===== config.mk =====
export PLATFORM = sky130hd
export DESIGN_NAME = ttf_front
export DESIGN_NICKNAME = d
export VERILOG_FILES = /design/src/design/triangle_tangent_frame_defines.svh /design/src/design/ttf_pkg.sv /design/src/design/ttf_front.sv
export SDC_FILE = /design/constraint.sdc
export NUM_CORES = 2
export LEC_CHECK = 0
export ABC_AREA = 1
export BUFFER_PORTS_ARGS = -buffer_cell sky130_fd_sc_hd__buf_4
export CAP_MARGIN = 25
export CORE_MARGIN = 3
export CORE_UTILIZATION = 45
export CTS_BUF_LIST = sky130_fd_sc_hd__clkbuf_8
export CTS_CLUSTER_DIAMETER = 100
export DETAILED_ROUTE_END_ITERATION = 12
export GPL_TIMING_DRIVEN = 0
export PLACE_DENSITY = 0.64
export SLEW_MARGIN = 20
export SYNTH_ARGS = -nofsm -noshare
export SYNTH_HDL_FRONTEND = slang
export SYNTH_SLANG_ARGS = --single-unit

===== constraint.sdc =====
create_clock -name clk -period 12.1 [get_ports clk]
set_input_delay 1.21 -clock clk [delete_from_list [all_inputs] [get_ports clk]]
set_output_delay 1.21 -clock clk [all_outputs]
set_load 0.1 [all_outputs]

===== src/design/triangle_tangent_frame_defines.svh =====
// ----------------------------------------------------------------------------
// Triangle tangent frame: assertion macros
// Concurrent check macros, compiled out when SYNTHESIS is defined.
// ----------------------------------------------------------------------------
`ifndef TRIANGLE_TANGENT_FRAME_DEFINES_SVH
`define TRIANGLE_TANGENT_FRAME_DEFINES_SVH

`ifndef SYNTHESIS
// same-cycle implication
`define TTF_ASSERT_NOW(lbl, ante, cons) \
    lbl: assert property (@(posedge clk) disable iff (!rst_n) (ante) |-> (cons)) \
        else $error("check failed: same-cycle rule");
// next-cycle implication
`define TTF_ASSERT_NEXT(lbl, ante, cons) \
    lbl: assert property (@(posedge clk) disable iff (!rst_n) (ante) |=> (cons)) \
        else $error("check failed: next-cycle rule");
`else
`define TTF_ASSERT_NOW(lbl, ante, cons)
`define TTF_ASSERT_NEXT(lbl, ante, cons)
`endif

`endif


===== src/design/ttf_pkg.sv =====
// ----------------------------------------------------------------------------
// Triangle tangent frame package
// Shared types and constants.
// ----------------------------------------------------------------------------
package ttf_pkg;

    localparam int EPS_W      = 16;
    localparam logic [EPS_W-1:0] EPS_RESET = 16'd17;
    localparam int PADDR_W    = 2;
    localparam int QDEPTH     = 4;
    localparam int QPTR_W     = $clog2(QDEPTH);
    localparam int QCNT_W     = $clog2(QDEPTH + 1);

    // normalizer stage map
    localparam int SQ_FIRST   = 6;
    localparam int SQ_STEPS   = 32;
    localparam int DIV_FIRST  = SQ_FIRST + SQ_STEPS;
    localparam int DIV_STEPS  = 15;
    localparam int NORM_LAT   = DIV_FIRST + DIV_STEPS;

    typedef logic signed [20:0] edge_t;
    typedef logic signed [16:0] dtex_t;
    typedef logic signed [38:0] comp_t;
    typedef logic signed [15:0] unit_t;

    // one classified triangle, front to back
    typedef struct packed {
        edge_t [2:0] e1;
        edge_t [2:0] e2;
        dtex_t       du1;
        dtex_t       dv1;
        dtex_t       du2;
        dtex_t       dv2;
        logic        flip;
        logic        ok;
        logic        set;
    } item_t;

    typedef struct packed {
        logic valid;
        logic ok;
        logic set;
    } ctl_t;

    typedef struct packed {
        unit_t [2:0] tan;
        unit_t [2:0] bitan;
        logic        frame_valid;
        logic        set;
    } res_t;

endpackage


===== src/design/ttf_front.sv =====
// ----------------------------------------------------------------------------
// Triangle tangent frame front end
// Takes requests, forms deltas and the UV determinant, classifies.
// ----------------------------------------------------------------------------
module ttf_front
    import ttf_pkg::*;
(
    input  logic             clk,
    input  logic             rst_n,
    input  logic             in_valid,
    output logic             in_stall,
    input  logic [59:0]      pos_a,
    input  logic [59:0]      pos_b,
    input  logic [59:0]      pos_c,
    input  logic [31:0]      tex_a,
    input  logic [31:0]      tex_b,
    input  logic [31:0]      tex_c,
    input  logic             has_tex,
    input  logic             uv_set,
    input  logic [EPS_W-1:0] eps,
    output logic             push_valid,
    input  logic             push_ready,
    output item_t            push_item
);

    logic          f_valid_reg, f_valid_next;
    edge_t [2:0]   e1_reg, e2_reg;
    dtex_t         du1_reg, dv1_reg, du2_reg, dv2_reg;
    logic          tex_reg, set_reg;
    logic          accept;

    logic signed [33:0] pr1, pr2;
    logic signed [34:0] det;
    logic        [34:0] adet;

    assign in_stall   = f_valid_reg && !push_ready;
    assign accept     = in_valid && !in_stall;
    assign push_valid = f_valid_reg;

    always_comb
    begin
        f_valid_next = f_valid_reg;
        if (accept)
            f_valid_next = 1'b1;
        else if (push_ready)
            f_valid_next = 1'b0;
    end

    always_ff @(posedge clk or negedge rst_n)
    begin
        if (!rst_n)
            f_valid_reg <= 1'b0;
        else
            f_valid_reg <= f_valid_next;
    end

    always_ff @(posedge clk)
    begin
        if (accept)
        begin
            for (int i = 0; i < 3; i++)
            begin
                e1_reg[i] <= edge_t'({pos_b[20*i+19], pos_b[20*i +: 20]})
                           - edge_t'({pos_a[20*i+19], pos_a[20*i +: 20]});
                e2_reg[i] <= edge_t'({pos_c[20*i+19], pos_c[20*i +: 20]})
                           - edge_t'({pos_a[20*i+19], pos_a[20*i +: 20]});
            end
            du1_reg <= dtex_t'({tex_b[15], tex_b[15:0]}) - dtex_t'({tex_a[15], tex_a[15:0]});
            dv1_reg <= dtex_t'({tex_b[31], tex_b[31:16]}) - dtex_t'({tex_a[31], tex_a[31:16]});
            du2_reg <= dtex_t'({tex_c[15], tex_c[15:0]}) - dtex_t'({tex_a[15], tex_a[15:0]});
            dv2_reg <= dtex_t'({tex_c[31], tex_c[31:16]}) - dtex_t'({tex_a[31], tex_a[31:16]});
            tex_reg <= has_tex;
            set_reg <= uv_set;
        end
    end

    // determinant and degenerate test
    always_comb
    begin
        pr1  = du1_reg * dv2_reg;
        pr2  = dv1_reg * du2_reg;
        det  = {pr1[33], pr1} - {pr2[33], pr2};
        adet = det[34] ? 35'(-det) : 35'(det);
        push_item.e1   = e1_reg;
        push_item.e2   = e2_reg;
        push_item.du1  = du1_reg;
        push_item.dv1  = dv1_reg;
        push_item.du2  = du2_reg;
        push_item.dv2  = dv2_reg;
        push_item.flip = det[34];
        push_item.ok   = tex_reg && (det != '0) && (adet >= {19'd0, eps});
        push_item.set  = set_reg;
    end

endmodule


== Word-level counts from Yosys, hierarchy flattened ==
Cells that the tools add are included.
Storage, ports and cells
  flip-flop bits (word level): 197
  output and inout port bits: 199
  word-level logic and storage cells: 39
Cells by class
  $add $sub $neg: 12
  multiply operators: 2
  $lt $le $gt $ge: 1
  multiplexer cells: 3
  reductions and logical operators: 8
Operators by type and width (count)
  $sub 20x20->21: 6
  $mul 17x17->34: 2
  $sub 16x16->17: 4
  $ge 35x16->1: 1
  $mux 35: 1
  $neg 35->35: 1
  $reduce_bool 35->1: 1
  $sub 34x34->35: 1
  $logic_and 1x1->1: 4
  $logic_not 1->1: 2
  $mux 1: 2
  $reduce_bool 2->1: 1

== Logic depth before layout (Yosys ltp) ==
  word-level depth: 6
  mapped depth: 49

== Worst setup path after synthesis ==
OpenSTA, ideal clock, no wires.
  kind: register to output
  from: reg dv1_reg[16]
  to: out push_item[1] in the netlist's numbering
  data arrival time: 10.825 ns
  required time: 10.890 ns
  setup slack: 0.065 ns
  cell stages (with the launch flop): 45
  buffers on the path: 4
  cell sequence: edfxtp_1 buf_2 buf_1 nand2_1 inv_1 fa_1 fa_1 inv_1 fa_1 inv_1 fa_1 inv_1 fa_1 fa_1 fa_1 inv_1 fa_1 inv_1 [... 9 more ...] buf_2 buf_2 nand2_1 xnor2_1 inv_1 ha_1 nand2_1 nor2_1 nand4_1 o21ai_0 nand2_1 o211ai_1 nand3_1 nand2_1 nor2_2 nand3_1 nor2_1 nor2_1
RTL lines
  from (decl): RTL line ttf_front.sv:28  | dtex_t du1_reg, dv1_reg, du2_reg, dv2_reg;
  from (signal assigned): RTL line ttf_front.sv:69  | dv1_reg <= dtex_t'({tex_b[31], tex_b[31:16]}) - dtex_t'({tex_a[31], tex_a[31:16]});
  to (decl): RTL line ttf_front.sv:23  | output item_t push_item

==> impl_results.md <==
* Status: finished, final reports clean
* Clk_lat worst skew at ~0.60 ns
* Total Routed Length at around 120000 um
* Slew @ Worst Pin at approximately 0.65 ns
* Number of flip-flops under the largest register name at roughly 130
* Setup TNS at 0 ns
* Total track usage at between 20% and 30%
* Final Util at ~53%
* Commonest cells after routing, fill and taps aside: inv_1 (1329), nand2_1 (1025), fa_1 (664)
* DIE WIDTH at between 200 and 300 um
* GRT overflow at 0
* Via/cell ratio at roughly 4.9
* Crit Path Max Fanout at 10
* Post-Syn Instances at about 4700
* Final period util at around 95%
* Dominant synthesized flop cell: edfxtp_1
* Adder-cell share of the synthesized area at about 46%
* # clock sinks at approximately 200
* Critical path capture point type: output port
* Hold Violations, Final at 0
* Initial drt markers at around 2000
* XOR/XNOR Fraction of Synth Area at 4.55%
* CTS tree: built
* Commonest non-fill, non-tap cell in the layout: inv_1
* Worst EP arrival at ~10 ns
* Share of cells above drive strength 1 at between 10% and 20%
* Hold Crit Class: in2async
* Synth top area share at between 30 and 40%
* Max-cap violations at 0
* Final #Nets at about 6500
* Post-synthesis compound-gate area fraction at between 5 and 6%
* Number of placement rows at between 100 and 150
* Fmax at 86.9 MHz
* Reg2Reg Capture Point: push_item[191]$_DFFE_PP_
* Post-DRT Antenna Nets at 0
* Pre-CTS WS at 0.0607 ns
* Post-DP HPWL at 108000 um
* Num CTS Buffers at 17
* Synthesized cell area at ~39000 um^2
* First-pass GRT wire length at between 150000 and 200000 um
* Dpl cell area at about 44000 um^2
* R2R Path Start: push_valid$_DFFE_PN0P_
* Main combinational cell family by area after synthesis: adder cells
* Reg2reg path depth at 9
* Antenna violations before repair at 14
* Syn_nets at 5980
* Yosys Warn Count at 0
* # fillers at 8141
* Initial Utilization at between 40% and 50%
* Drt wl/cell at ~19 um
* Vias in the first global route at roughly 33000
* Simple-gate share of the synthesized area at 14.9%
* Slowest Stage Delay on Critical Path at between 0.6 and 0.7 ns
* Remaining routing DRC violations at 0
* Biggest area consumer among synthesized cells: fa_1
* I/O pins at between 400 and 500
* Die ar. at 89800 um^2
* Routability cong. at around 0.95
* Flop-to-flop setup slack at about 9.5 ns
* Root Driver: clkbuf_8
* Netlist cell types at 47
* Asr flop ratio synth at 0.508%
* Skew final at about 0.036 ns
* Post-synth EDFFs at a little under 200
* Die H at 300 um
* CTS max path bufs at 2
* Final min period at around 12 ns
* Buffers on Ports at approximately 500
* Htree depth at 4
* Synth Area per Inst at roughly 8.3 um^2
* Slowest-stage cell, CP: fa_2
* Final instance area at 45100 um^2
* FF+latch count, synth at between 150 and 200
* Core Region at between 80000 and 90000 um^2
* DR vias at roughly 31000
* Clk slew on worst S/H paths at 0.14 ns
* DRT Pass-1 Iters at 6
* Mux cell area share after synthesis at 0%
* Relative slew slack at 56.6%
* Area contributors post-synth: fa_1 (35%), edfxtp_1 (15%), inv_1 (13%)
* WS Path Type: reg2out
* Final setup violation count at 0
* Slew Limit Fails at 0
* Post-synthesis sequential area ratio at approximately 15%
* Final worst setup slack at just under 0.6 ns
* Largest net degree at the start of global routing at 26
* Synthesis-to-finish area growth at 16.1%
* Crit path launch type: flip-flop
* Worst EP required at between 10 and 15 ns
critical path, delay by kind of cell, from the launching register on:
kind                     cells  cell delay, ns
adder cells (fa/ha/maj)     10            4.95
AND/OR/NAND/NOR             17            1.98
buffers and inverters        9            1.49
AO/OA/AOI/OAI                3            0.55
flip-flops                   1            0.53
XOR/XNOR                     1            0.16
area by class of cell:
cell class,count,area [um^2],area share [%]
clock buffer,17,234,0.519
tap,1144,1430,3.18
buffer,101,523,1.16
timing repair buffer,551,4340,9.62
clock inverter,15,195,0.433
inverter,1339,5030,11.2
sequential,197,5910,13.1
multi-input combinational,2986,27400,60.8
antenna,8,20.0,0.0444
cell usage after synthesis (2+ instances only):
cell type,number
inv_1,1330
nand2_1,1025
fa_1,669
ha_1,352
a21oi_1,203
edfxtp_1,196
xor2_1,142
clkbuf_1,131
nor2_1,130
nand3_1,112
o21ai_0,77
xnor2_1,58
nand4_1,57
o21bai_1,27
nand2_2,19
nor2_2,14
a21o_1,12
nor3_1,11
o21ai_1,11
or2_2,10
nand3b_1,9
a31oi_1,8
inv_2,8
a211oi_1,7
buf_2,5
a21boi_0,4
a21oi_2,4
nor2_4,3
nor3_2,3
o211ai_1,3
buf_4,2
nand3_2,2
o21a_1,2
o221ai_1,2
cells by family (layout without fill, tap and decap cells):
| family | after synthesis | after routing |
|---|---|---|
| AO/OA/AOI/OAI | 363 | 363 |
| XOR/XNOR | 201 | 201 |
| adder cells (fa/ha/maj) | 1021 | 1021 |
| buffers and inverters | 1478 | 2023 |
| flip-flops | 197 | 197 |
| other | 0 | 8 |
| AND/OR/NAND/NOR | 1401 | 1401 |
worst max-delay path by stage:
| stage | slack (ns) | end | start |
|---|---|---|---|
| 5_1_grt | -0.08 | push_item[1] | dv2_reg[4]$_DFFE_PP_ |
| 4_1_cts | 0.02 | push_item[1] | du2_reg[0]$_DFFE_PP_ |
| 3_5_place_dp | 0.06 | push_item[1] | dv1_reg[16]$_DFFE_PP_ |
| 3_3_place_gp | -2.82 | tex_reg$_DFFE_PP_ | push_ready |
| 2_1_floorplan | 0.06 | push_item[1] | dv1_reg[16]$_DFFE_PP_ |
| 6_report | 0.59 | push_item[1] | dv2_reg[4]$_DFFE_PP_ |
layer usage:
metal / wire length, um / vias to the layer above / GRT usage [%] / share of wire, %
met5: 100 / - / 0 / 0.083
met4: 5870 / 16 / 10.8 / 4.9
met3: 10200 / 222 / 6.53 / 8.4
met2: 58800 / 1105 / 47.6 / 49
met1: 46000 / 15200 / 33.7 / 38
li1: - / 14900 / - / -
through the flow:
step | instances | hold WS (ns)
floorplan | 4661 | 0.914
global placement | 6301 | 0.502
detailed placement | 6311 | 0.522
CTS | 6332 | 0.305
global route | 6355 | 0.308
finish | 6358 | 0.351
timing repair:
action | 4_1_cts | 5_1_grt
hold buffers | 0 | 0
endpoints found under the hold margin | 0 | 0
setup endpoints to repair | 1 | 1
gates resized for setup | 57 | 96
buffers inserted | 0 | 45
pin swaps | 1 | 1
Power is not shown: default switching activity piles up to over one toggle a cycle in this logic, so the estimate is an artifact.
