**src/design/triangle_tangent_frame_defines.svh**
```systemverilog
// ----------------------------------------------------------------------------
// Triangle tangent frame: assertion macros
// Concurrent check macros, compiled out when SYNTHESIS is defined.
// ----------------------------------------------------------------------------
`ifndef TRIANGLE_TANGENT_FRAME_DEFINES_SVH
`define TRIANGLE_TANGENT_FRAME_DEFINES_SVH

`ifndef SYNTHESIS
// same-cycle implication
`define TTF_ASSERT_NOW(lbl, ante, cons) \
    lbl: assert property (@(posedge clk) disable iff (!rst_n) (ante) |-> (cons)) \
        else $error("check failed: same-cycle rule");
// next-cycle implication
`define TTF_ASSERT_NEXT(lbl, ante, cons) \
    lbl: assert property (@(posedge clk) disable iff (!rst_n) (ante) |=> (cons)) \
        else $error("check failed: next-cycle rule");
`else
`define TTF_ASSERT_NOW(lbl, ante, cons)
`define TTF_ASSERT_NEXT(lbl, ante, cons)
`endif

`endif

```
**src/design/ttf_pkg.sv**
```systemverilog
// ----------------------------------------------------------------------------
// Triangle tangent frame package
// Shared types and constants.
// ----------------------------------------------------------------------------
package ttf_pkg;

    localparam int EPS_W      = 16;
    localparam logic [EPS_W-1:0] EPS_RESET = 16'd17;
    localparam int PADDR_W    = 2;
    localparam int QDEPTH     = 4;
    localparam int QPTR_W     = $clog2(QDEPTH);
    localparam int QCNT_W     = $clog2(QDEPTH + 1);

    // normalizer stage map
    localparam int SQ_FIRST   = 6;
    localparam int SQ_STEPS   = 32;
    localparam int DIV_FIRST  = SQ_FIRST + SQ_STEPS;
    localparam int DIV_STEPS  = 15;
    localparam int NORM_LAT   = DIV_FIRST + DIV_STEPS;

    typedef logic signed [20:0] edge_t;
    typedef logic signed [16:0] dtex_t;
    typedef logic signed [38:0] comp_t;
    typedef logic signed [15:0] unit_t;

    // one classified triangle, front to back
    typedef struct packed {
        edge_t [2:0] e1;
        edge_t [2:0] e2;
        dtex_t       du1;
        dtex_t       dv1;
        dtex_t       du2;
        dtex_t       dv2;
        logic        flip;
        logic        ok;
        logic        set;
    } item_t;

    typedef struct packed {
        logic valid;
        logic ok;
        logic set;
    } ctl_t;

    typedef struct packed {
        unit_t [2:0] tan;
        unit_t [2:0] bitan;
        logic        frame_valid;
        logic        set;
    } res_t;

endpackage

```
**src/design/ttf_queue.sv**
```systemverilog
// ----------------------------------------------------------------------------
// Triangle tangent frame queue
// Short FIFO between the front end and the back end.
// ----------------------------------------------------------------------------
module ttf_queue
    import ttf_pkg::*;
(
    input  logic  clk,
    input  logic  rst_n,
    input  logic  push_valid,
    output logic  push_ready,
    input  item_t push_item,
    output logic  pop_valid,
    input  logic  pop_en,
    output item_t pop_item
);

    item_t              mem_reg [QDEPTH];
    logic [QPTR_W-1:0]  wptr_reg, rptr_reg;
    logic [QCNT_W-1:0]  cnt_reg, cnt_next;
    logic               do_push, do_pop;

    assign push_ready = (cnt_reg != QCNT_W'(QDEPTH));
    assign pop_valid  = (cnt_reg != '0);
    assign do_push    = push_valid && push_ready;
    assign do_pop     = pop_valid && pop_en;
    assign pop_item   = mem_reg[rptr_reg];

    always_comb
    begin
        cnt_next = cnt_reg;
        if (do_push && !do_pop)
            cnt_next = cnt_reg + 1'b1;
        else if (!do_push && do_pop)
            cnt_next = cnt_reg - 1'b1;
    end

    always_ff @(posedge clk or negedge rst_n)
    begin
        if (!rst_n)
        begin
            wptr_reg <= '0;
            rptr_reg <= '0;
            cnt_reg  <= '0;
        end
        else
        begin
            cnt_reg <= cnt_next;
            if (do_push)
                wptr_reg <= wptr_reg + 1'b1;
            if (do_pop)
                rptr_reg <= rptr_reg + 1'b1;
        end
    end

    always_ff @(posedge clk)
    begin
        if (do_push)
            mem_reg[wptr_reg] <= push_item;
    end

endmodule

```
**config.mk**
```make
export PLATFORM = sky130hd
export DESIGN_NAME = ttf_queue
export DESIGN_NICKNAME = d
export VERILOG_FILES = /design/src/design/triangle_tangent_frame_defines.svh /design/src/design/ttf_pkg.sv /design/src/design/ttf_queue.sv
export SDC_FILE = /design/constraint.sdc
export NUM_CORES = 1
export LEC_CHECK = 0
export BUFFER_PORTS_ARGS = -buffer_cell sky130_fd_sc_hd__buf_4
export CORE_MARGIN = 1.5
export CORE_UTILIZATION = 55
export DETAILED_ROUTE_END_ITERATION = 16
export PLACE_DENSITY = 0.75
export SYNTH_ARGS = -nofsm -noshare
export SYNTH_HDL_FRONTEND = slang
export SYNTH_SLANG_ARGS = --single-unit
```
**constraint.sdc**
```tcl
create_clock -name clk -period 8.2 [get_ports clk]
set_input_delay 0.41 -clock clk [delete_from_list [all_inputs] [get_ports clk]]
set_output_delay 0.41 -clock clk [all_outputs]
set_load 0.03 [all_outputs]
```
**Yosys cells after proc, flatten, opt, wreduce, memory -nomap -nowiden**

Memories as Yosys holds them, arrays and structs flattened.
Index checks and enable logic that the tools add are counted.

- Flip-flop bits (word level): 7
- RAM bits: 788
- Input port bits: 201
- Output and inout bits: 199
- Logic and storage cells: 21
- Memories kept: 1

- Add/sub/neg operators: 4
- Eq/ne operators: 1
- Muxes and demuxes: 4
- Reductions and logical operators: 8

Memory list:

| memory | depth | width | rd ports | clocked after Yosys merged registers in | write ports | RTL line | text |
|---|---|---|---|---|---|---|---|
| mem_reg | 4 | 197 | 1 | 0 | 1 | ttf_queue.sv:18 | `item_t mem_reg [QDEPTH];` |

Operator list:

| operator | number |
|---|---|
| 3-bit two-way mux | 2 |
| 2-bit by 1-bit adder with 2-bit output, second input constant | 2 |
| 1-bit logical AND | 4 |
| 3-bit by 1-bit adder with 3-bit output, second input constant | 1 |
| 3-bit inequality test, second input constant | 1 |
| 3-bit nonzero test | 1 |
| 3-bit by 1-bit subtractor with 3-bit output, second input constant | 1 |
| 1-bit logical NOT | 2 |
| 1-bit two-way mux | 2 |
| 2-bit nonzero test | 1 |

**Depth between registers and ports, before layout**

Gate-level depths: netlist of run 1.

- Depth after elaboration: 6
- Mapped depth: 8
- Depth with buffers taken out: 8

**Worst setup path after synthesis of run 1**

Ideal clock, no wire load.

- Kind: register -> register
- From: register cnt_reg[0]
- To: memory mem_reg[0][0] in the netlist's numbering (enable)
- Setup time: 582 ps
- Arrival: 5,265 ps
- Required time: 7,618 ps
- Path slack: 2,353 ps
- Stages on the path, launching flop included: 4
- Path buffers: 0
- Clock period less this slack: 5,847 ps
- Cells stage by stage: dfrtp_1 > nor2_1 > a21boi_2 > and2_1

- Cells in the longest elaborated chain, start to end: 4

Ends and longest elaborated chain:

| what | RTL line | text |
|---|---|---|
| start: declaration | ttf_queue.sv:20 | `logic [QCNT_W-1:0] cnt_reg, cnt_next;` |
| start signal: assignment | ttf_queue.sv:48 | `cnt_reg <= cnt_next;` |
| 3-bit inequality test | ttf_queue.sv:23 | `assign push_ready = (cnt_reg != QCNT_W'(QDEPTH));` |
| 1-bit logical AND | ttf_queue.sv:25 | `assign do_push = push_valid && push_ready;` |
| named net do_push | ttf_queue.sv:21 | `logic do_push, do_pop;` |
| 1-bit two-way mux | ttf_queue.sv:58 | `if (do_push)` |
| 1-bit two-way mux (implied by the code) | ttf_queue.sv:59 | `mem_reg[wptr_reg] <= push_item;` |
| end: declaration | ttf_queue.sv:18 |  |

The timed path passes the listed nets, and every way through them passes these cells.

==> results of run 1 <==
[logic make-up after synthesis]
| logic type | after synthesis | synth area share |
|---|---|---|
| flip-flops | 795 | 0.8274 |
| multiplexers | 199 | 0.1548 |
| buffers and inverters | 47 | 0.01090 |
| AND/OR/NAND/NOR | 10 | 0.001781 |
| XOR/XNOR | 6 | 0.001824 |
| adder cells (fa/ha/maj) | 6 | 0.002866 |
| AO/OA/AOI/OAI | 1 | 0.0003909 |
[synth_stat cells, types with 3 or more instances]
| cell type | number | area share |
|---|---|---|
| sky130_fd_sc_hd__clkbuf_1 | 6 | 0.00078 |
| sky130_fd_sc_hd__ha_1 | 5 | 0.0022 |
| sky130_fd_sc_hd__buf_2 | 23 | 0.0040 |
| sky130_fd_sc_hd__buf_6 | 14 | 0.0055 |
| sky130_fd_sc_hd__mux4_2 | 197 | 0.15 |
| sky130_fd_sc_hd__edfxtp_1 | 788 | 0.82 |
| sky130_fd_sc_hd__inv_1 | 3 | 0.00039 |
| sky130_fd_sc_hd__and2_1 | 4 | 0.00087 |
| sky130_fd_sc_hd__dfrtp_1 | 7 | 0.0061 |
| sky130_fd_sc_hd__xnor2_1 | 4 | 0.0012 |
[worst register-to-register path: cells and delay by family, from the launching register on]
kind	cells	cell delay [ns]
flops	1	0.43
compound gates	1	0.34
simple gates	2	0.72
buf+inv	2	1.41
[layout make-up]
type / count / area (um2) / area share
Antenna cell: 3 / 7.507 / 0.0002038
Clock buffer: 102 / 2106 / 0.05717
Clock inverter: 36 / 249.0 / 0.006760
Inverter: 3 / 11.26 / 0.0003057
Multi-Input combinational cell: 222 / 4667 / 0.1267
Sequential cell: 795 / 23850 / 0.6474
Tap cell: 680 / 850.8 / 0.02310
Timing Repair Buffer: 612 / 5097 / 0.1384
[layer usage]
metal  track usage  share of wire  wire length, um  up-vias
li1              -              -                -     5934
met3       0.07024          0.089             5285      125
met4       0.07731          0.031             1859        0
met5             0              0                0        -
met1        0.2918           0.38            22300     7093
met2        0.3627           0.50            29920      568
[metrics by stage]
stage                     setup WS [ns]  hold WS [ns]    util  area (um2)  total power, mW
after global placement            4.817        0.2383  0.6311       32510            10.66
after floorplan                   2.353        0.1144       -       28810            9.139
after detailed placement          4.810        0.2408  0.6311       32510            10.73
final                             4.336       0.06474  0.7151       36830            14.01
after CTS                         4.179       0.01245  0.7149       36830            14.14
after global routing              4.051       0.01996  0.7150       36830            14.55
[where the power goes]
group / total (mW) / switching, mW / internal, mW
registers: 5.68 / 0.302 / 5.38
clock network: 3.31 / 1.41 / 1.90
logic: 5.02 / 3.00 / 2.02
[cell usage in the layout (no fill, tap or decap)]
master | Yosys | final
sky130_fd_sc_hd__nand2_1 | 2 | 2
sky130_fd_sc_hd__inv_1 | 3 | 3
sky130_fd_sc_hd__nand3_1 | 1 | 1
sky130_fd_sc_hd__a21boi_2 | 1 | 1
sky130_fd_sc_hd__clkbuf_16 | 0 | 81
sky130_fd_sc_hd__diode_2 | 0 | 3
sky130_fd_sc_hd__xor2_1 | 2 | 2
sky130_fd_sc_hd__bufinv_16 | 0 | 3
sky130_fd_sc_hd__clkinv_1 | 0 | 14
sky130_fd_sc_hd__ha_1 | 5 | 5
sky130_fd_sc_hd__clkinv_4 | 0 | 1
sky130_fd_sc_hd__clkinvlp_4 | 0 | 3
sky130_fd_sc_hd__or3_1 | 1 | 1
sky130_fd_sc_hd__and2_4 | 0 | 4
sky130_fd_sc_hd__dfrtp_4 | 0 | 2
sky130_fd_sc_hd__nor2_1 | 2 | 2
sky130_fd_sc_hd__mux4_2 | 197 | 197
sky130_fd_sc_hd__edfxtp_1 | 788 | 788
sky130_fd_sc_hd__buf_4 | 1 | 415
sky130_fd_sc_hd__xnor2_1 | 4 | 4
sky130_fd_sc_hd__clkbuf_1 | 6 | 21
sky130_fd_sc_hd__buf_12 | 0 | 1
sky130_fd_sc_hd__dlygate4sd3_1 | 0 | 196
sky130_fd_sc_hd__mux2_2 | 2 | 2
sky130_fd_sc_hd__dfrtp_1 | 7 | 5
sky130_fd_sc_hd__clkinv_2 | 0 | 15
sky130_fd_sc_hd__fa_1 | 1 | 1
[path summary, 6_finish.rpt]
path,end,from,slack (ns)
min in group asynchronous,cnt_reg[1]$_DFFE_PN0P_,rst_n,0.19
max in group asynchronous,rptr_reg[0]$_DFFE_PN0P_,rst_n,7.85
hold / removal,mem_reg[3][132]$_DFFE_PP_,push_item[132],0.06
setup / recovery,pop_item[112],rptr_reg[0]$_DFFE_PN0P_,4.34
hold reg to reg,cnt_reg[2]$_DFFE_PN0P_,cnt_reg[2]$_DFFE_PN0P_,0.53
setup reg to reg,mem_reg[0][116]$_DFFE_PP_,cnt_reg[0]$_DFFE_PN0P_,4.82
==> results.txt, run 1 <==
----------------------------------------------------
[Route]
  Post-detailed-route count of antenna-violating nets ... 0
  Via-to-Cell Ratio ... 5.593
  Post-detailed-routing wire length ... 59360 um
  Count of routing violations after the opening detailed-route iteration ... 865
  Number of detailed-routing iterations run before antenna repair ... 6
  DR vias ... 13720
  Final routed DRC violation total ... 0
  Routed len/inst ... 24.20 um

[Clocking]
  TritonCTS sink count ... 795
  Number of cells upsized or downsized after cts ... 0
  Bufs on Longest Clock Path ... 3
  Clock-pin transition on the worst setup and hold timing paths ... 0.06 ns
  Number of buffers inserted for hold repair after clock tree synthesis ... 196
  Setup repair bufs after CTS ... 0
  Clock Root Buffer ... sky130_fd_sc_hd__clkbuf_16
  Clock tree from TritonCTS ... yes
  TritonCTS Buffers ... 79
  Later-pin clock latency in the skew report ... 0.60 ns
  Number of H-tree branching levels ... 3

[Floorplan]
  Placeable core region ... 51510 um2
  Number of ports placed on the die boundary ... 400
  Die extent in y ... 231.9 um
  Row Count ... 83
  Die area ... 53760 um2
  Effective utilization at floorplan ... 0.5593
  Width of the die ... 231.9 um

[Pwr]
  Static Leakage ... 12.65 nW
  Power per unit of standard cell area ... 380.4 nW/um2
  Worst ir drop on vdd ... 0.0003184 V

[Worst setup path]
  Data required time of the critical path ... 7.79 ns
  Critical setup path kind ... reg -> out
  Crit path max fanout ... 111
  Biggest cell delay along the critical path ... 1.01 ns
  Cell Chain, Critical Path ... buf_12 -> mux4_2 -> buf_4
  Crit path max-delay family ... flip-flops
  Startpoint type of the worst setup path ... register
  Crit. End Element ... output port
  Arrival time at the worst endpoint ... 3.45 ns
  Crit path buffers/inverters ... 2
  Number of cells traversed by the worst register-to-register path ... 5
  Critical-path cell with the highest stage delay ... sky130_fd_sc_hd__dfrtp_4
  Crit path depth ... 3

[Synthesis]
  Synth Cell Area ... 28810 um2
  Share of synthesized registers carrying an async set or reset ... 0.008805
  Distinct cell type count of the synthesized netlist ... 19
  Commonest register cell after synthesis ... sky130_fd_sc_hd__edfxtp_1
  Synthesized net count ... 1271
  Synthesized instance count ... 1064
  Sequential-to-total area share from yosys stat ... 0.8274
  Number of warnings issued by yosys ... 0
  Number of storage elements in the synthesis netlist ... 795
  Average cell area after synthesis ... 27.08 um2
  Number of enable flip-flop cells after synthesis ... 788

[STA]
  Count of endpoints failing setup in the final report ... 0
  Setup repair after global routing missed its margin ... no
  Portion of the clock cycle consumed by the worst path in the final layout ... 0.4712
  Post-route minimum period ... 3.864 ns
  Measured slew at the worst slew-check pin ... 1.180 ns
  Setup total negative slack ... 0 ns
  Worst slew margin ... 0.2133
  Max-slew violation total from the final report ... 0
  Count of final hold-check violations ... 0
  Fmax achieved ... 258.8 MHz
  Worst clock skew ... 0.01735 ns

[Layout]
  Number of flip-flops under the largest register name ... 788
  Count of placed standard cells in the final layout, fillers left out ... 2453
  Fraction of layout instances using a drive strength above 1 ... 0.4096
  Fill count ... 2920
  # nets final ... 1920
  Area overhead of the layout relative to synthesis ... 27.86%

[GRT]
  Vias in the first global route ... 14640
  Pin count of the biggest net entering global routing ... 112
  Total congestion overflow after global routing ... 0
  Aggregate global-route resource usage ... 0.2244
  Wire length of the first global-routing pass ... 88890 um
  Number of antenna violations at the first check in global routing ... 2

[Placed design]
  Number of I/O port buffers ... 399
  Cell count after placement ... 2116
  Hpwl dp ... 32220 um
  GP Congestion ... 0.7302

[Min path]
  Worst min-delay path category ... in -> reg
  Worst hold path depth ... 1

[Run status]
  Status ... finished, final reports clean

[Flow run]
  MaxCap Viol Count ... 0

----------------------------------------------------
(Power assumes the default switching activity.)
==> run 2: changes to the inputs <==
==> constraint.sdc (replaced) <==
create_clock -name clk -period 3.9 [get_ports clk]
set_input_delay 0.195 -clock clk [delete_from_list [all_inputs] [get_ports clk]]
set_output_delay 0.195 -clock clk [all_outputs]
set_load 0.03 [all_outputs]
==> run 2 against run 1 <==
Compared with the run above:
- hold slack hardly changed
- register-to-register slack got worse by 3.3 ns
- clock skew down 0.0012 ns
- global-route usage grew 0.083 points
- non-clock buffer count is 7 higher
- final area increased by 0.67%
- core utilization increased by 0.48 points
- clock power up 110%
- critical path depth unchanged
- combinational power is 120% higher
- first-iteration DRC count up 1.4%
- critical endpoint is now pop_item[156]
- largest cell class unchanged
==> results.txt, run 2 (synthesis gave the netlist of run 1 again) <==
----------------------------------------------------
[Worst setup path]
  Critical-path cell with the highest stage delay ... sky130_fd_sc_hd__dfrtp_4
  Data required time of the critical path ... 3.70 ns
  Crit. End Element ... output port
  Startpoint type of the worst setup path ... register
  Cell Chain, Critical Path ... buf_12 -> mux4_2 -> buf_4
  Biggest cell delay along the critical path ... 0.83 ns
  Crit path buffers/inverters ... 2
  Crit path max-delay family ... flip-flops
  Crit path max fanout ... 56
  Arrival time at the worst endpoint ... 2.80 ns
  Critical setup path kind ... reg -> out

[Clocking]
  Number of cells upsized or downsized after cts ... 0
  Bufs on Longest Clock Path ... 3
  Later-pin clock latency in the skew report ... 0.61 ns
  Clock tree from TritonCTS ... yes
  TritonCTS Buffers ... 77
  Number of H-tree branching levels ... 3
  Clock Root Buffer ... sky130_fd_sc_hd__clkbuf_16
  TritonCTS sink count ... 795
  Clock-pin transition on the worst setup and hold timing paths ... 0.06 ns

[Route]
  Post-detailed-routing wire length ... 59650 um
  DR vias ... 13735
  Final routed DRC violation total ... 0
  Number of detailed-routing iterations run before antenna repair ... 4
  Count of routing violations after the opening detailed-route iteration ... 877
  Routed len/inst ... 24.28 um
  Via-to-Cell Ratio ... 5.590
  Post-detailed-route count of antenna-violating nets ... 0

[Pwr]
  Static Leakage ... 12.73 nW
  Worst ir drop on vdd ... 0.0005257 V
  Post-layout total power ... 29.64 mW
  Power share of the combinational group ... 0.364
  Cell internal pwr ... 19.72 mW
  Sw Pwr ... 9.928 mW
  Switching Fraction ... 0.3349
  Share of power burned in the clock network ... 0.236
  Power per unit of standard cell area ... 799.4 nW/um2
  Share of power burned in registers ... 0.400

[Layout]
  # nets final ... 1925
  Fraction of layout instances using a drive strength above 1 ... 0.4090
  Commonest cells after routing, fill and taps aside ... 788 x sky130_fd_sc_hd__edfxtp_1, 404 x sky130_fd_sc_hd__buf_4, 200 x sky130_fd_sc_hd__dlygate4sd3_1, 197 x sky130_fd_sc_hd__mux4_2, 81 x sky130_fd_sc_hd__clkbuf_16
  Most common library cell in the layout ignoring fill and taps ... sky130_fd_sc_hd__edfxtp_1
  Area overhead of the layout relative to synthesis ... 28.72%
  Number of flip-flops under the largest register name ... 788
  Fill count ... 2907

[STA]
  Worst slew margin ... 0.3637
  Setup repair after global routing missed its margin ... no
  Count of final hold-check violations ... 0
  Max-slew violation total from the final report ... 0
  Measured slew at the worst slew-check pin ... 0.9544 ns
  Count of endpoints failing setup in the final report ... 0
  Hold slack final ... 0.06442 ns
  Portion of the clock cycle consumed by the worst path in the final layout ... 0.7684
  Post-route minimum period ... 2.997 ns
  Worst clock skew ... 0.01612 ns
  Fmax achieved ... 333.7 MHz
  Setup total negative slack ... 0 ns

[GRT]
  Number of antenna violations at the first check in global routing ... 5
  Total congestion overflow after global routing ... 0
  Vias in the first global route ... 14698
  Pin count of the biggest net entering global routing ... 135
  Wire length of the first global-routing pass ... 88950 um
  Aggregate global-route resource usage ... 0.2253

[Placed design]
  GP Congestion ... 0.7295
  Hpwl dp ... 33670 um
  Number of I/O port buffers ... 399

[Floorplan]
  Row Count ... 83
  Number of ports placed on the die boundary ... 400
  Effective utilization at floorplan ... 0.5593
  Width of the die ... 231.9 um
  Placeable core region ... 51510 um2
  Die extent in y ... 231.9 um
  Die area ... 53760 um2

[Min path]
  Worst min-delay path category ... in -> reg

[Flow run]
  MaxCap Viol Count ... 0

[Run status]
  Status ... finished, final reports clean

----------------------------------------------------
[run 2: cell types whose count changed in the layout (fill, tap and decap cells not counted), sizes merged]
| cell | delta |
|---|---|
| dlygate4sd3 | +4 |
| buf | +3 |
| bufinv | +1 |
| clkbuf | -1 |
| clkinv | -1 |
| clkinvlp | -1 |
| diode | -1 |
[run 2: path summary, 6_finish.rpt]
| kind | start | endpoint | slack, ns | cells after the start |
|---|---|---|---|---|
| worst max register to register | cnt_reg[0]$_DFFE_PN0P_ | mem_reg[1][141]$_DFFE_PP_ | 1.54 | 4 |
| worst max-delay path | rptr_reg[0]$_DFFE_PN0P_ | pop_item[156] | 0.90 | 3 |
| worst min register to register | cnt_reg[2]$_DFFE_PN0P_ | cnt_reg[2]$_DFFE_PN0P_ | 0.53 | 1 |
| min in group asynchronous | rst_n | rptr_reg[0]$_DFFE_PN0P_ | 0.60 | 3 |
| worst min-delay path | push_valid | wptr_reg[0]$_DFFE_PN0P_ | 0.06 | 3 |
| max in group asynchronous | rst_n | rptr_reg[1]$_DFFE_PN0P_ | 3.00 | 3 |
[run 2: worst min-delay path, cell delays in order]
cell and delay [ns]:
sky130_fd_sc_hd__buf_4 0.10, sky130_fd_sc_hd__a21boi_2 0.20, sky130_fd_sc_hd__xnor2_1 0.14
[run 2: metal layers]
| metal | wire [um] | share of wire | GRT usage | vias up |
|---|---|---|---|---|
| met1 | 22980 | 0.39 | 0.2975 | 7139 |
| met4 | 1459 | 0.024 | 0.07589 | 6 |
| met3 | 5102 | 0.086 | 0.06213 | 93 |
| met2 | 30060 | 0.50 | 0.3663 | 561 |
| met5 | 44 | 0.00074 | 0 | - |
| li1 | - | - | - | 5936 |
[run 2: repair_timing]
item	in CTS	in global routing
hold buffers	200	0
setup buffers	0	0
hold endpoints to repair	797	0
[run 2: power by group through the flow]
stage          Sequential (mW)  Combinational [mW]  Clock, mW
2_1_floorplan             11.8                7.18          0
3_5_place_dp              12.0                10.7          0
3_3_place_gp              11.9                10.7          0
4_1_cts                   11.9                10.9       7.13
5_1_grt                   12.0                11.3       7.45
6_report                  11.9                10.8       6.99
[run 2: stage by stage]
stage / cell area [um2] / std cells / worst slack [ns] / util
2_1_floorplan: 28810 / 1064 / 0.2563 / -
3_3_place_gp: 32710 / 2119 / 1.494 / 0.6350
3_5_place_dp: 32710 / 2119 / 1.506 / 0.6350
4_1_cts: 37080 / 2455 / 0.8333 / 0.7198
5_1_grt: 37080 / 2455 / 0.7325 / 0.7198
6_report: 37080 / 2457 / 0.9033 / 0.7199
[run 2: cell type report]
class / instances / area [um2] / area share
clock inverters: 35 / 265.3 / 0.007153
well taps: 680 / 850.8 / 0.02294
multi-input cells: 222 / 4667 / 0.1259
diodes: 2 / 5.005 / 0.0001350
repair buffers: 619 / 5335 / 0.1439
inverters: 3 / 11.26 / 0.0003037
flip-flops and latches: 795 / 23850 / 0.6430
clock buffers: 101 / 2102 / 0.05669
==> run 3: changes to the inputs <==
--- a/config.mk
+++ b/config.mk
@@ -5,11 +5,12 @@
 export SDC_FILE = /design/constraint.sdc
 export NUM_CORES = 1
 export LEC_CHECK = 0
+export ABC_AREA = 1
 export BUFFER_PORTS_ARGS = -buffer_cell sky130_fd_sc_hd__buf_4
 export CORE_MARGIN = 1.5
 export CORE_UTILIZATION = 55
 export DETAILED_ROUTE_END_ITERATION = 16
-export PLACE_DENSITY = 0.75
+export PLACE_DENSITY = 0.74
 export SYNTH_ARGS = -nofsm -noshare
 export SYNTH_HDL_FRONTEND = slang
 export SYNTH_SLANG_ARGS = --single-unit
==> constraint.sdc (replaced) <==
create_clock -name clk -period 3.15 [get_ports clk]
set_input_delay 0.1575 -clock clk [delete_from_list [all_inputs] [get_ports clk]]
set_output_delay 0.1575 -clock clk [all_outputs]
set_load 0.03 [all_outputs]
==> run 3 against run 2 <==
Compared with the run above:
- clock skew hardly changed
- non-clock buffer count increased by 14
- clock power grew 28%
- total power increased by 33%
- via count grew 45%
- sequential share of layout area down 4.4 points
- first-iteration DRC count is 33% higher
- critical path type unchanged
- global-route usage is 1.2 points higher
- critical path depth up 3
- die area is 8.8% higher
- final area increased by 7.3%
- sequential power up 21%
==> results.txt, run 3 <==
----------------------------------------------------
[Layout]
  Fraction of layout instances using a drive strength above 1 ... 0.1832
  Most common library cell in the layout ignoring fill and taps ... sky130_fd_sc_hd__edfxtp_1
  # nets final ... 3149
  Commonest cells after routing, fill and taps aside ... 788 x sky130_fd_sc_hd__edfxtp_1, 608 x sky130_fd_sc_hd__nand2_1, 412 x sky130_fd_sc_hd__buf_4, 405 x sky130_fd_sc_hd__inv_1, 394 x sky130_fd_sc_hd__o211ai_1
  Number of flip-flops under the largest register name ... 788
  Area overhead of the layout relative to synthesis ... 26.79%

[Route]
  WL met1 ... 27380 um
  Post-detailed-route count of antenna-violating nets ... 0
  Count of routing violations after the opening detailed-route iteration ... 1167
  Routed len/inst ... 18.36 um
  Post-detailed-routing wire length ... 69210 um
  Routed length on met3 ... 5425 um
  Topmost layer with routed signal wires ... met5
  DR vias ... 19940
  Number of detailed-routing iterations run before antenna repair ... 5
  Final routed DRC violation total ... 0
  Via-to-Cell Ratio ... 5.291
  Detailed route wirelength on metal2 ... 34300 um

[Worst setup path]
  Data required time of the critical path ... 2.99 ns
  Crit. End Element ... output port
  RR Startpoint ... cnt_reg[0]$_DFFE_PN0P_
  Worst-case register-to-register setup slack ... 1.21 ns
  R2R Path End ... mem_reg[0][106]$_DFFE_PP_
  Critical setup path kind ... reg -> out
  Arrival time at the worst endpoint ... 2.57 ns
  Setup crit start ... rptr_reg[0]$_DFFE_PN0P_
  Number of cells traversed by the worst register-to-register path ... 5
  Startpoint type of the worst setup path ... register
  Crit path max fanout ... 92

[Pwr]
  Post-layout total power ... 39.46 mW
  Sw Pwr ... 15.41 mW
  Static Leakage ... 15.94 nW
  Power share of the combinational group ... 0.409
  Share of power burned in the clock network ... 0.227
  Power per unit of standard cell area ... 991.7 nW/um2
  Worst ir drop on vdd ... 0.0007202 V
  Switching Fraction ... 0.3905
  Cell internal pwr ... 24.05 mW
  Share of power burned in registers ... 0.364

[Synthesis]
  Leading post-synthesis cells by instance count ... 788 x sky130_fd_sc_hd__edfxtp_1, 609 x sky130_fd_sc_hd__nand2_1, 407 x sky130_fd_sc_hd__inv_1
  Number of enable flip-flop cells after synthesis ... 788
  Xor/xnor share of the synthesized area ... 0.0002791
  Most repeated cell in the gate-level netlist after synthesis ... sky130_fd_sc_hd__edfxtp_1
  Average cell area after synthesis ... 13.31 um2
  Number of warnings issued by yosys ... 0
  Post-synthesis compound-gate area fraction ... 0.09441
  Number of storage elements in the synthesis netlist ... 795
  Share of synthesized registers carrying an async set or reset ... 0.008805
  Dominant combinational cell family by area after synthesis ... compound AO/OA/AOI/OAI gates
  Adder-Cell Fraction of Synth Area ... 0.002631
  Top-area cell type share of the netlist area ... 0.7540
  Synth Cell Area ... 31380 um2
  Cell type contributing the most total cell area after synthesis ... sky130_fd_sc_hd__edfxtp_1
  Commonest register cell after synthesis ... sky130_fd_sc_hd__edfxtp_1
  Synthesized instance count ... 2357
  Largest cells by area after synthesis ... sky130_fd_sc_hd__edfxtp_1 75%, sky130_fd_sc_hd__o211ai_1 9.4%, sky130_fd_sc_hd__nand2_1 7.3%
  Post-Synth Simple-Gate Area ... 0.07464
  Sequential-to-total area share from yosys stat ... 0.7596
  Distinct cell type count of the synthesized netlist ... 17
  Synthesized net count ... 2564
  Multiplexer fraction of the synthesized cell area ... 0

[Clocking]
  Clock Root Buffer ... sky130_fd_sc_hd__clkbuf_16
  TritonCTS sink count ... 795
  Bufs on Longest Clock Path ... 3
  Clock tree from TritonCTS ... yes
  Later-pin clock latency in the skew report ... 0.62 ns
  Number of H-tree branching levels ... 3
  Clock-pin transition on the worst setup and hold timing paths ... 0.06 ns
  TritonCTS Buffers ... 80
  Number of cells upsized or downsized after cts ... 0

[STA]
  Post-route minimum period ... 2.725 ns
  Setup repair after global routing missed its margin ... no
  Max-slew violation total from the final report ... 0
  Worst slew margin ... 0.4031
  Measured slew at the worst slew-check pin ... 0.8953 ns
  Fmax achieved ... 367.0 MHz
  Worst clock skew ... 0.01629 ns
  Count of final hold-check violations ... 0
  Setup total negative slack ... 0 ns
  Count of endpoints failing setup in the final report ... 0
  Portion of the clock cycle consumed by the worst path in the final layout ... 0.8650

[Min path]
  Capture endpoint of the worst hold path ... mem_reg[1][26]$_DFFE_PP_
  Min-delay src ... push_item[26]
  Worst hold path depth ... 2
  Worst min-delay path category ... in -> reg

[GRT]
  Pin count of the biggest net entering global routing ... 134
  Number of antenna violations at the first check in global routing ... 11
  Wire length of the first global-routing pass ... 108500 um
  Aggregate global-route resource usage ... 0.2374
  Total congestion overflow after global routing ... 0
  Vias in the first global route ... 20312

[Run status]
  Status ... finished, final reports clean

[Floorplan]
  Row Count ... 87
  Placeable core region ... 56390 um2
  Effective utilization at floorplan ... 0.5565
  Width of the die ... 241.9 um
  Number of ports placed on the die boundary ... 400
  Die extent in y ... 241.9 um
  Die area ... 58500 um2

[Placed design]
  Hpwl dp ... 38150 um
  GP Congestion ... 0.7977
  Number of I/O port buffers ... 399

[Flow run]
  MaxCap Viol Count ... 0

----------------------------------------------------
run 3: cell count changes in the layout (fill, tap and decap cells not counted), sizes merged, moves of 6 or more:
cell and change:
o211ai +394, nand2 +607, mux4 -197, nand3 +6
inv +408, diode +8, buf +13
run 3: layout make-up:
type / instances / area, um2
sequential: 795 / 23840
multi-input combinational: 1023 / 5455
fill: 3591 / 16600
tap: 756 / 945.9
clock buffer: 103 / 2131
inverter: 409 / 1548
clock inverter: 40 / 336.6
antenna: 10 / 25.02
timing repair buffer: 633 / 5505
run 3: routing by layer:
| metal | track usage | vias to the layer above |
|---|---|---|
| met1 | 0.2943 | 9686 |
| met2 | 0.4034 | 651 |
| met3 | 0.05882 | 153 |
| met5 | 0 | - |
| li1 | - | 9446 |
| met4 | 0.09191 | 4 |
run 3: worst max-delay path, stage by stage (launching register included):
cell and delay, ns:
sky130_fd_sc_hd__dfrtp_1 0.45, sky130_fd_sc_hd__inv_8 0.46, sky130_fd_sc_hd__buf_4 0.46, sky130_fd_sc_hd__nand2_1 0.13
sky130_fd_sc_hd__o211ai_1 0.14, sky130_fd_sc_hd__nand2_1 0.09, sky130_fd_sc_hd__buf_4 0.17
run 3: power by group through the flow:
stage,clock network [mW],registers [mW],logic [mW]
global placement,0,14.5,15.6
global route,9.50,14.5,17.3
CTS,9.06,14.4,16.2
detailed placement,0,14.6,15.9
floorplan,0,14.6,10.1
finish,8.94,14.4,16.2
run 3: logic make-up (layout without fill, tap and decap cells):
| group | Yosys count | after routing |
|---|---|---|
| DFF | 795 | 795 |
| and+or+nand+nor | 621 | 621 |
| buffers and inverters | 539 | 1185 |
| AOI/OAI and AO/OA | 395 | 395 |
| adders and majority gates | 6 | 6 |
| xor gates and xnor gates | 1 | 1 |
| other | 0 | 10 |
run 3: worst max path at each step:
stage                                   end  cells past startpoint  slack (ns)
global route                  pop_item[154]                      6        0.25
detailed placement             pop_item[61]                      6        1.10
CTS                           pop_item[107]                      6        0.43
finish                        pop_item[176]                      6        0.43
floorplan           mem_reg[0][0]$_DFFE_PP_                      4       -0.91
global placement              pop_item[179]                      5        1.11
run 3: per-stage QoR:
step	util	instance area, um2	worst slack [ns]	std cells	hold slack [ns]
floorplan	-	31440	-0.9135	2357	-0.1381
global placement	0.6257	35280	1.111	3415	-0.02179
detailed placement	0.6257	35280	1.099	3415	-0.02141
CTS	0.7052	39760	0.4266	3759	0.2402
global route	0.7054	39780	0.2535	3764	0.2692
finish	0.7056	39790	0.4251	3769	0.2848
run 3: what timing repair did:
| item | in CTS | in global routing |
|---|---|---|
| setup buffers | 0 | 0 |
| endpoints found under the hold margin | 799 | 0 |
| hold buffers | 201 | 0 |
